**config.mk**
```make
export PLATFORM = sky130hd
export DESIGN_NAME = serial_command_frame_parser_flat
export DESIGN_NICKNAME = d
export VERILOG_FILES = /design/src/design/scfp_pkg.sv /design/src/design/scfp_byte_if.sv /design/src/design/scfp_cmd_if.sv /design/src/design/scfp_ram.sv /design/src/design/scfp_front.sv /design/src/design/scfp_cmd_fifo.sv /design/src/design/scfp_back.sv /design/src/design/serial_command_frame_parser.sv /design/src/flat_wrapper.sv
export SDC_FILE = /design/constraint.sdc
export NUM_CORES = 1
export LEC_CHECK = 0
export BUFFER_PORTS_ARGS = -buffer_cell sky130_fd_sc_hd__buf_2
export CELL_PAD_IN_SITES_DETAIL_PLACEMENT = 1
export CELL_PAD_IN_SITES_GLOBAL_PLACEMENT = 1
export CORE_ASPECT_RATIO = 1.4
export CORE_UTILIZATION = 55
export CTS_CLUSTER_SIZE = 28
export DETAILED_ROUTE_END_ITERATION = 6
export PLACE_DENSITY = 0.78
export SYNTH_ARGS = -nofsm -noshare
export SYNTH_HDL_FRONTEND = slang
export SYNTH_SLANG_ARGS = --single-unit
```
**constraint.sdc**
```tcl
create_clock -name clk_i -period 4.4 [get_ports clk_i]
set_clock_uncertainty 0.15 [all_clocks]
set_input_delay 0.22 -clock clk_i [delete_from_list [all_inputs] [get_ports clk_i]]
set_output_delay 0.22 -clock clk_i [all_outputs]
set_load 0.005 [all_outputs]
```
**src/design/scfp_pkg.sv**
```systemverilog
// ----------------------------------------------------------------------------
// scfp_pkg
// Shared types and constants of the serial command frame parser.
// ----------------------------------------------------------------------------
package scfp_pkg;

  localparam int unsigned BUFFER_BYTES_DEF = 32;

  localparam logic [7:0] CMD_TYPE     = 8'h80;
  localparam logic [7:0] MIN_LENGTH   = 8'd3;
  localparam logic [4:0] RESULT_LIMIT = 5'd26;

  localparam logic [7:0] HEADER_RST   = 8'hAA;
  localparam logic [7:0] TAIL_RST     = 8'h55;
  localparam logic [4:0] MAX_DATA_RST = 5'd26;

  typedef enum logic [1:0] {
    CFG_HEADER   = 2'd0,
    CFG_TAIL     = 2'd1,
    CFG_MAX_DATA = 2'd2
  } cfg_idx_e;

  typedef struct packed {
    logic [7:0] header_byte;
    logic [7:0] tail_byte;
    logic [4:0] max_data_bytes;
  } cfg_t;

  // completed command handed from front to back
  typedef struct packed {
    logic [7:0] address;
    logic [4:0] data_cnt;
    logic       bank;
  } desc_t;

  typedef struct packed {
    logic [7:0] cmd_address;
    logic [4:0] cmd_data_length;
    logic [4:0] byte_index;
    logic       no_data;
    logic       last;
  } res_info_t;

endpackage

```
**src/design/scfp_byte_if.sv**
```systemverilog
// ----------------------------------------------------------------------------
// scfp_byte_if
// Received byte channel: valid/ready handshake, one byte per word.
// ----------------------------------------------------------------------------
interface scfp_byte_if;
  logic       valid;
  logic       ready;
  logic [7:0] in_byte;

  modport source (output valid, output in_byte, input ready);
  modport sink   (input valid, input in_byte, output ready);
endinterface

```
**src/design/scfp_cmd_if.sv**
```systemverilog
// ----------------------------------------------------------------------------
// scfp_cmd_if
// Command result channel: valid/ready handshake, one data byte per word.
// ----------------------------------------------------------------------------
interface scfp_cmd_if;
  logic       valid;
  logic       ready;
  logic [7:0] cmd_address;
  logic [4:0] cmd_data_length;
  logic [4:0] byte_index;
  logic [7:0] cmd_data_byte;
  logic       last;

  modport source (output valid, output cmd_address, output cmd_data_length,
                  output byte_index, output cmd_data_byte, output last, input ready);
  modport sink   (input valid, input cmd_address, input cmd_data_length,
                  input byte_index, input cmd_data_byte, input last, output ready);
endinterface

```
**src/design/scfp_ram.sv**
```systemverilog
// ----------------------------------------------------------------------------
// scfp_ram
// Generic single-write, single-read RAM with registered read data.
// ----------------------------------------------------------------------------
module scfp_ram #(
  parameter int unsigned WIDTH = 8,
  parameter int unsigned DEPTH = 64,
  localparam int unsigned AW   = (DEPTH > 1) ? $clog2(DEPTH) : 1
) (
  input  logic             clk_i,
  input  logic             we_i,
  input  logic [AW-1:0]    waddr_i,
  input  logic [WIDTH-1:0] wdata_i,
  input  logic             re_i,
  input  logic [AW-1:0]    raddr_i,
  output logic [WIDTH-1:0] rdata_o
);

  logic [WIDTH-1:0] mem_q [DEPTH];
  logic [WIDTH-1:0] rdata_q;

  always_ff @(posedge clk_i) begin
    if (we_i) begin
      mem_q[waddr_i] <= wdata_i;
    end
    if (re_i) begin
      rdata_q <= mem_q[raddr_i];
    end
  end

  assign rdata_o = rdata_q;

endmodule

```
**src/design/scfp_front.sv**
```systemverilog
// ----------------------------------------------------------------------------
// scfp_front
// Collects frame bytes, keeps the running XOR, stores data bytes and
// pushes a descriptor for every frame that passes all checks.
// ----------------------------------------------------------------------------
module scfp_front import scfp_pkg::*; #(
  parameter int unsigned BUFFER_BYTES = BUFFER_BYTES_DEF,
  localparam int unsigned IDX_W = $clog2(BUFFER_BYTES),
  localparam int unsigned CNT_W = $clog2(BUFFER_BYTES + 1)
) (
  input  logic             clk_i,
  input  logic             rst_ni,
  input  cfg_t             cfg_i,
  scfp_byte_if.sink        in_i,
  input  logic             q_full_i,
  output logic             push_o,
  output desc_t            desc_o,
  output logic             mem_we_o,
  output logic [IDX_W:0]   mem_waddr_o,
  output logic [7:0]       mem_wdata_o
);

  logic [CNT_W-1:0] cnt_q, cnt_d;
  logic [CNT_W-1:0] len_q, len_d;
  logic             bank_q, bank_d;
  logic [7:0]       hdr_q, hdr_d;
  logic [7:0]       type_q, type_d;
  logic [7:0]       addr_q, addr_d;
  logic [7:0]       xor_q, xor_d;
  logic [7:0]       cks_q, cks_d;

  logic             fire;
  logic [7:0]       b;
  logic [CNT_W:0]   cks_pos, tail_pos;
  logic [7:0]       data_len;
  logic [4:0]       limit;
  logic             len_bad;
  logic             frame_ok;

  assign in_i.ready = !q_full_i;
  assign fire       = in_i.valid && in_i.ready;
  assign b          = in_i.in_byte;

  assign cks_pos  = {1'b0, len_q} + (CNT_W+1)'(1);
  assign tail_pos = {1'b0, len_q} + (CNT_W+1)'(2);
  assign data_len = 8'(len_q) - MIN_LENGTH;
  assign limit    = (cfg_i.max_data_bytes > RESULT_LIMIT) ? RESULT_LIMIT
                                                          : cfg_i.max_data_bytes;
  assign len_bad  = (b < MIN_LENGTH) ||
                    (({1'b0, b} + {1'b0, MIN_LENGTH}) > 9'(BUFFER_BYTES));
  assign frame_ok = (hdr_q == cfg_i.header_byte) && (type_q == CMD_TYPE) &&
                    (cks_q == xor_q) && (b == cfg_i.tail_byte) &&
                    (data_len <= {3'b000, limit});

  always_comb begin
    cnt_d    = cnt_q;
    len_d    = len_q;
    bank_d   = bank_q;
    hdr_d    = hdr_q;
    type_d   = type_q;
    addr_d   = addr_q;
    xor_d    = xor_q;
    cks_d    = cks_q;
    push_o   = 1'b0;
    mem_we_o = 1'b0;
    if (fire) begin
      if (cnt_q == '0) begin
        if (b == cfg_i.header_byte) begin
          hdr_d = b;
          cnt_d = CNT_W'(1);
        end
      end else if (cnt_q == CNT_W'(1)) begin
        if (len_bad) begin
          cnt_d = '0;
        end else begin
          len_d = CNT_W'(b);
          xor_d = b;
          cnt_d = CNT_W'(2);
        end
      end else if ({1'b0, cnt_q} == tail_pos) begin
        push_o = frame_ok;
        cnt_d  = '0;
        if (frame_ok) begin
          bank_d = !bank_q;
        end
      end else if ({1'b0, cnt_q} == cks_pos) begin
        cks_d = b;
        cnt_d = cnt_q + CNT_W'(1);
      end else begin
        xor_d = xor_q ^ b;
        cnt_d = cnt_q + CNT_W'(1);
        if (cnt_q == CNT_W'(2)) begin
          type_d = b;
        end else if (cnt_q == CNT_W'(3)) begin
          addr_d = b;
        end else begin
          mem_we_o = 1'b1;
        end
      end
    end
  end

  assign mem_waddr_o = {bank_q, IDX_W'(cnt_q - CNT_W'(4))};
  assign mem_wdata_o = b;

  assign desc_o.address  = addr_q;
  assign desc_o.data_cnt = data_len[4:0];
  assign desc_o.bank     = bank_q;

  always_ff @(posedge clk_i or negedge rst_ni) begin
    if (!rst_ni) begin
      cnt_q  <= '0;
      bank_q <= 1'b0;
    end else begin
      cnt_q  <= cnt_d;
      bank_q <= bank_d;
    end
  end

  always_ff @(posedge clk_i) begin
    len_q  <= len_d;
    hdr_q  <= hdr_d;
    type_q <= type_d;
    addr_q <= addr_d;
    xor_q  <= xor_d;
    cks_q  <= cks_d;
  end

endmodule

```
**src/design/scfp_cmd_fifo.sv**
```systemverilog
// ----------------------------------------------------------------------------
// scfp_cmd_fifo
// Two-entry queue of command descriptors between front and back.
// ----------------------------------------------------------------------------
module scfp_cmd_fifo import scfp_pkg::*; (
  input  logic  clk_i,
  input  logic  rst_ni,
  input  logic  push_i,
  input  desc_t desc_i,
  output logic  full_o,
  input  logic  pop_i,
  output logic  valid_o,
  output desc_t head_o
);

  desc_t      ent_q [2];
  logic       wptr_q, rptr_q;
  logic [1:0] count_q;

  assign full_o  = (count_q == 2'd2);
  assign valid_o = (count_q != 2'd0);
  assign head_o  = ent_q[rptr_q];

  always_ff @(posedge clk_i or negedge rst_ni) begin
    if (!rst_ni) begin
      wptr_q  <= 1'b0;
      rptr_q  <= 1'b0;
      count_q <= 2'd0;
    end else begin
      if (push_i) begin
        wptr_q <= !wptr_q;
      end
      if (pop_i) begin
        rptr_q <= !rptr_q;
      end
      count_q <= count_q + {1'b0, push_i} - {1'b0, pop_i};
    end
  end

  always_ff @(posedge clk_i) begin
    if (push_i) begin
      ent_q[wptr_q] <= desc_i;
    end
  end

endmodule

```
**src/design/scfp_back.sv**
```systemverilog
// ----------------------------------------------------------------------------
// scfp_back
// Walks the data bytes of each queued command and drives result words.
// ----------------------------------------------------------------------------
module scfp_back import scfp_pkg::*; #(
  parameter int unsigned BUFFER_BYTES = BUFFER_BYTES_DEF,
  localparam int unsigned IDX_W = $clog2(BUFFER_BYTES)
) (
  input  logic           clk_i,
  input  logic           rst_ni,
  input  logic           head_valid_i,
  input  desc_t          head_i,
  output logic           pop_o,
  output logic           mem_re_o,
  output logic [IDX_W:0] mem_raddr_o,
  input  logic [7:0]     mem_rdata_i,
  scfp_cmd_if.source     out_o
);

  logic      [4:0] idx_q, idx_d;
  logic            pend_q, pend_d;
  logic            ov_q, ov_d;
  res_info_t       pend_info_q;
  res_info_t       out_info_q;
  logic      [7:0] out_data_q;

  logic      move, issue, last_item;
  res_info_t issue_info;

  assign move      = pend_q && (!ov_q || out_o.ready);
  assign issue     = head_valid_i && (!pend_q || move);
  assign last_item = (head_i.data_cnt == 5'd0) ||
                     (idx_q == head_i.data_cnt - 5'd1);

  assign issue_info.cmd_address     = head_i.address;
  assign issue_info.cmd_data_length = head_i.data_cnt;
  assign issue_info.byte_index      = idx_q;
  assign issue_info.no_data         = (head_i.data_cnt == 5'd0);
  assign issue_info.last            = last_item;

  assign pop_o       = issue && last_item;
  assign mem_re_o    = issue;
  assign mem_raddr_o = {head_i.bank, IDX_W'(idx_q)};

  always_comb begin
    idx_d  = idx_q;
    pend_d = pend_q;
    ov_d   = ov_q;
    if (issue) begin
      idx_d  = last_item ? 5'd0 : idx_q + 5'd1;
      pend_d = 1'b1;
    end else if (move) begin
      pend_d = 1'b0;
    end
    if (move) begin
      ov_d = 1'b1;
    end else if (out_o.ready) begin
      ov_d = 1'b0;
    end
  end

  always_ff @(posedge clk_i or negedge rst_ni) begin
    if (!rst_ni) begin
      idx_q  <= 5'd0;
      pend_q <= 1'b0;
      ov_q   <= 1'b0;
    end else begin
      idx_q  <= idx_d;
      pend_q <= pend_d;
      ov_q   <= ov_d;
    end
  end

  always_ff @(posedge clk_i) begin
    if (issue) begin
      pend_info_q <= issue_info;
    end
    if (move) begin
      out_info_q <= pend_info_q;
      out_data_q <= pend_info_q.no_data ? 8'd0 : mem_rdata_i;
    end
  end

  assign out_o.valid           = ov_q;
  assign out_o.cmd_address     = out_info_q.cmd_address;
  assign out_o.cmd_data_length = out_info_q.cmd_data_length;
  assign out_o.byte_index      = out_info_q.byte_index;
  assign out_o.cmd_data_byte   = out_data_q;
  assign out_o.last            = out_info_q.last;

endmodule

```
**src/design/serial_command_frame_parser.sv**
```systemverilog
// ----------------------------------------------------------------------------
// serial_command_frame_parser
// Result path: descriptor queue, registered store read, result register.
// Throughput: one byte per cycle in, one result word per cycle out if ready.
//   Bytes stall only while two finished commands wait in the descriptor queue.
// Reset: clears frame progress, queue, output and restores register defaults;
//   the frame store needs no clearing pass.
// ----------------------------------------------------------------------------
module serial_command_frame_parser import scfp_pkg::*; #(
  parameter int unsigned BUFFER_BYTES = BUFFER_BYTES_DEF
) (
  input  logic       clk_i,
  input  logic       rst_ni,
  input  logic       cfg_we_i,
  input  logic [1:0] cfg_idx_i,
  input  logic [7:0] cfg_data_i,
  scfp_byte_if.sink  in_i,
  scfp_cmd_if.source out_o
);

  localparam int unsigned IDX_W = $clog2(BUFFER_BYTES);

  cfg_t           cfg_q;
  logic           push, q_full, head_valid, pop;
  desc_t          desc, head;
  logic           mem_we, mem_re;
  logic [IDX_W:0] mem_waddr, mem_raddr;
  logic [7:0]     mem_wdata, mem_rdata;

  always_ff @(posedge clk_i or negedge rst_ni) begin
    if (!rst_ni) begin
      cfg_q.header_byte    <= HEADER_RST;
      cfg_q.tail_byte      <= TAIL_RST;
      cfg_q.max_data_bytes <= MAX_DATA_RST;
    end else if (cfg_we_i) begin
      unique case (cfg_idx_i)
        CFG_HEADER:   cfg_q.header_byte    <= cfg_data_i;
        CFG_TAIL:     cfg_q.tail_byte      <= cfg_data_i;
        CFG_MAX_DATA: cfg_q.max_data_bytes <= cfg_data_i[4:0];
        default: ;
      endcase
    end
  end

  scfp_front #(.BUFFER_BYTES(BUFFER_BYTES)) u_front (
    .clk_i       (clk_i),
    .rst_ni      (rst_ni),
    .cfg_i       (cfg_q),
    .in_i        (in_i),
    .q_full_i    (q_full),
    .push_o      (push),
    .desc_o      (desc),
    .mem_we_o    (mem_we),
    .mem_waddr_o (mem_waddr),
    .mem_wdata_o (mem_wdata)
  );

  scfp_cmd_fifo u_fifo (
    .clk_i   (clk_i),
    .rst_ni  (rst_ni),
    .push_i  (push),
    .desc_i  (desc),
    .full_o  (q_full),
    .pop_i   (pop),
    .valid_o (head_valid),
    .head_o  (head)
  );

  scfp_ram #(.WIDTH(8), .DEPTH(2 << IDX_W)) u_store (
    .clk_i   (clk_i),
    .we_i    (mem_we),
    .waddr_i (mem_waddr),
    .wdata_i (mem_wdata),
    .re_i    (mem_re),
    .raddr_i (mem_raddr),
    .rdata_o (mem_rdata)
  );

  scfp_back #(.BUFFER_BYTES(BUFFER_BYTES)) u_back (
    .clk_i        (clk_i),
    .rst_ni       (rst_ni),
    .head_valid_i (head_valid),
    .head_i       (head),
    .pop_o        (pop),
    .mem_re_o     (mem_re),
    .mem_raddr_o  (mem_raddr),
    .mem_rdata_i  (mem_rdata),
    .out_o        (out_o)
  );

endmodule

```
**src/flat_wrapper.sv**
```systemverilog
// flat-port wrapper written by rule: the top's interface ports become plain ports
module serial_command_frame_parser_flat import scfp_pkg::*;
#(
  parameter int unsigned BUFFER_BYTES = BUFFER_BYTES_DEF
)
  (clk_i, rst_ni, cfg_we_i, cfg_idx_i, cfg_data_i, in_i_valid, in_i_in_byte, in_i_ready, out_o_valid, out_o_cmd_address, out_o_cmd_data_length, out_o_byte_index, out_o_cmd_data_byte, out_o_last, out_o_ready);
  scfp_byte_if in_i_i ();
  scfp_cmd_if out_o_i ();
  input  logic clk_i;
  input  logic rst_ni;
  input  logic cfg_we_i;
  input  logic [1:0] cfg_idx_i;
  input  logic [7:0] cfg_data_i;
  input wire logic [$bits(in_i_i.valid)-1:0] in_i_valid;
  input wire logic [$bits(in_i_i.in_byte)-1:0] in_i_in_byte;
  output wire logic [$bits(in_i_i.ready)-1:0] in_i_ready;
  output wire logic [$bits(out_o_i.valid)-1:0] out_o_valid;
  output wire logic [$bits(out_o_i.cmd_address)-1:0] out_o_cmd_address;
  output wire logic [$bits(out_o_i.cmd_data_length)-1:0] out_o_cmd_data_length;
  output wire logic [$bits(out_o_i.byte_index)-1:0] out_o_byte_index;
  output wire logic [$bits(out_o_i.cmd_data_byte)-1:0] out_o_cmd_data_byte;
  output wire logic [$bits(out_o_i.last)-1:0] out_o_last;
  input wire logic [$bits(out_o_i.ready)-1:0] out_o_ready;
  assign in_i_i.valid = in_i_valid;
  assign in_i_i.in_byte = in_i_in_byte;
  assign in_i_ready = in_i_i.ready;
  assign out_o_valid = out_o_i.valid;
  assign out_o_cmd_address = out_o_i.cmd_address;
  assign out_o_cmd_data_length = out_o_i.cmd_data_length;
  assign out_o_byte_index = out_o_i.byte_index;
  assign out_o_cmd_data_byte = out_o_i.cmd_data_byte;
  assign out_o_last = out_o_i.last;
  assign out_o_i.ready = out_o_ready;
  serial_command_frame_parser #(.BUFFER_BYTES(BUFFER_BYTES)) u_core (.clk_i(clk_i), .rst_ni(rst_ni), .cfg_we_i(cfg_we_i), .cfg_idx_i(cfg_idx_i), .cfg_data_i(cfg_data_i), .in_i(in_i_i), .out_o(out_o_i));
endmodule
```
==> flow_summary.json <==
{
  "critical_path_required_ns": 4.48,
  "fin_cells": 2179,
  "min_path_type": "in -> reg",
  "synth_edf_count": 641,
  "wl_per_cell_um": 31.4,
  "timing.rr.end": "u_core.u_store.mem_q[42][0]$_DFFE_PP_",
  "h-tree-depth": 2,
  "r2r-start": "u_core.u_front.cnt_q[2]$_DFFE_PN0P_",
  "chipWidth_um": 190,
  "p_total_mw": 18.2,
  "nets": 1541,
  "relSlewSlack": 0.204,
  "critPathLaunchType": "register",
  "drt_iter0_drc": 1261,
  "cts_max_path_buffers": 3,
  "cts_buffers": 60,
  "synthToLayoutAreaGrowth_pct": 13.3,
  "drive_gt1_frac": 0.300,
  "placedCellCount": 2053,
  "cp-end-kind": "register",
  "yosys.area.top_type": "edfxtp_1",
  "syn_area_sq_um": 27100,
  "synth_cell_types": 49,
  "start_util": 0.561,
  "io_pins": 52,
  "synthFlopType": "edfxtp_1",
  "synthTopCellsByArea": "edfxtp_1, mux4_2, dfrtp_1, mux2_2, nor3_1",
  "yosysWarnings": 0,
  "fin_ws_ns": 0.392,
  "synth_top_area_share": 0.709,
  "use_met1": 0.360,
  "ant_nets": 0,
  "ys_seq_area_frac": 0.746,
  "hold_ws_ns": 0.0537,
  "finalCritPeriodShare": 0.911,
  "p_leak_nw": 10.1,
  "worstSkewPairLatency_ns": 0.62,
  "hp-start": "cfg_we_i",
  "p_per_area_nw_per_um2": 593,
  "async_flop_share": 0.0574,
  "slew_viol_final": 0,
  "fin_crit_ns": 4.01,
  "cp.arrival_ns": 4.09,
  "wirelength_um": 68300,
  "grt_use_met3": 0.0367,
  "outcome": "completed",
  "antenna_found_initial": 2,
  "drt-pass1-iter-count": 5,
  "syn_inst": 1349,
  "rsz0062_at_grt": "false",
  "clk_pin_slew_ns": 0.07,
  "vias": 13761,
  "dpl_cell_area_sq_um": 28600,
  "routed_via_density": 6.32,
  "grt_max_degree": 73,
  "max-cap-violations": 0,
  "fin_setup_tns_ns": 0,
  "fillers": 4010,
  "die_h_um": 265,
  "avgSynthCellArea_sq_um": 20.1,
  "synth-seq-cells": 680,
  "crit_type": "reg -> reg",
  "rows": 95,
  "ff2ff_path_depth": 8,
  "port_buffers": 51,
  "grtUsageTotal": 0.284,
  "hpwl_um": 44100,
  "cp_max_fo": 12,
  "hold_viol": 0,
  "cts_tree": "done",
  "min_path_cells": 3,
  "coreArea_sq_um": 48400,
  "synth_fp_nets": 1392,
  "dieArea_sq_um": 50200,
  "place_congestion": 0.901,
  "grt_pass1_vias": 14890,
  "gr-total-overflow": 0,
  "yosys-top-cells-count": "edfxtp_1, mux4_2, nor3_1",
  "grt_pass1_wl_um": 101000,
  "min_to": "u_core.cfg_q[2]$_DFFE_PN0P_",
  "clock_sinks": 680,
  "met2_usage": 0.500,
  "cts_root_buf": "clkbuf_16",
  "dp_slack_ns": 0.445,
  "postLayoutCoreUtil": 0.635,
  "setup_viol": 0,
  "synth_most_common_cell": "edfxtp_1",
  "stdcell_area_sq_um": 30700,
  "clock.fmax_mhz": 250,
  "r2r_setup_slack_ns": 0.39,
  "busiest_layer": "met2",
  "peakVddDrop_uv": 477,
  "drc_errors": 0,
  "max_slew.worst_pin.slew_ns": 1.18
}
repair_timing:
action	in CTS	in global routing
gates resized for setup	0	0
setup buffers	0	0
endpoints found under the hold margin	53	0
hold buffers	13	0
endpoints found under the setup margin	0	0
layer usage:
| layer | vias up | wire (um) |
|---|---|---|
| met1 | 7276 | 25400 |
| met5 | - | 0 |
| met2 | 613 | 36400 |
| met3 | 126 | 3910 |
| met4 | 0 | 2700 |
| li1 | 5746 | - |
placed cells by master (no fill, tap or decap), types with 5 or more instances in the layout:
cell and n:
bufinv_16 6, clkinv_1 6, buf_12 5, nor2b_1 14, nor4_1 5, nand4_1 8
xor2_1 23, dfstp_2 11, nor2_1 16, clkbuf_16 61, clkinv_2 17, nor3b_1 5
inv_1 22, o21ai_0 9, nand2b_1 5, ha_1 20, xnor2_1 40, nand2_1 60
nand3_1 14, dfrtp_1 25, mux2_2 41, clkinvlp_4 7, a211oi_1 6, edfxtp_1 641
clkbuf_1 10, buf_4 87, mux4_2 160, mux2i_1 12, nor3_1 75, dlygate4sd3_1 13
a21oi_1 9, o21ai_1 9, buf_2 51, and2_1 7
state kept, by name, summed over array words and instances (netlist names), 20 cells and up:
signal                     cells
u_core.cfg_q                  21
u_core.u_back.pend_info_q     20
u_core.u_fifo.ent_q           28
u_core.u_store.mem_q         512
cells by family (layout without fill, tap and decap cells):
kind of cell / count (synthesis) / in the layout / share of synthesized area
flip-flops: 680 / 680 / 0.746
adder cells (fa/ha/maj): 20 / 20 / 0.00922
buffers and inverters: 91 / 290 / 0.0150
multiplexers: 214 / 214 / 0.155
XOR/XNOR: 63 / 63 / 0.0203
AO/OA/AOI/OAI: 55 / 55 / 0.0131
AND/OR/NAND/NOR: 226 / 226 / 0.0420
other: 0 / 1 / 0
layout make-up:
cell class	count	area [sq um]	share of cell area
well taps	630	788	0.0256
diodes	1	2.50	0.0000814
clock inverters	37	349	0.0114
flip-flops and latches	680	20200	0.659
multi-input cells	578	6510	0.212
inverters	22	82.6	0.00269
clock buffers	75	1620	0.0527
repair buffers	156	1140	0.0370
worst max-delay path by stage:
stage                                            end  cells after the start                           startpoint  slack [ns]
2_1_floorplan    u_core.u_fifo.ent_q[0][0]$_DFFE_PP_                      8  u_core.u_front.cnt_q[2]$_DFFE_PN0P_        0.42
3_3_place_gp   u_core.u_store.mem_q[42][6]$_DFFE_PP_                      8  u_core.u_front.cnt_q[0]$_DFFE_PN0P_        0.68
3_5_place_dp   u_core.u_store.mem_q[42][5]$_DFFE_PP_                      8  u_core.u_front.cnt_q[2]$_DFFE_PN0P_        0.44
4_1_cts        u_core.u_store.mem_q[42][4]$_DFFE_PP_                      8  u_core.u_front.cnt_q[2]$_DFFE_PN0P_        0.42
5_1_grt        u_core.u_store.mem_q[56][7]$_DFFE_PP_                      8  u_core.u_front.cnt_q[2]$_DFFE_PN0P_        0.11
6_report       u_core.u_store.mem_q[42][0]$_DFFE_PP_                      8  u_core.u_front.cnt_q[2]$_DFFE_PN0P_        0.39
critical path: stages, from the launching register on:
cell,delay (ns)
dfrtp_1,0.55
inv_1,0.21
ha_1,0.27
nor3b_1,0.18
a221oi_2,0.39
nand2_1,0.15
a21oi_2,0.38
nand2_2,0.31
nor3_1,1.03
power by group:
group	internal (mW)	switching, mW	total [mW]
combinational	2.15	2.55	4.70
sequential	7.71	0.549	8.25
clock	2.96	2.31	5.27
Power figures use the tool's default switching activity.
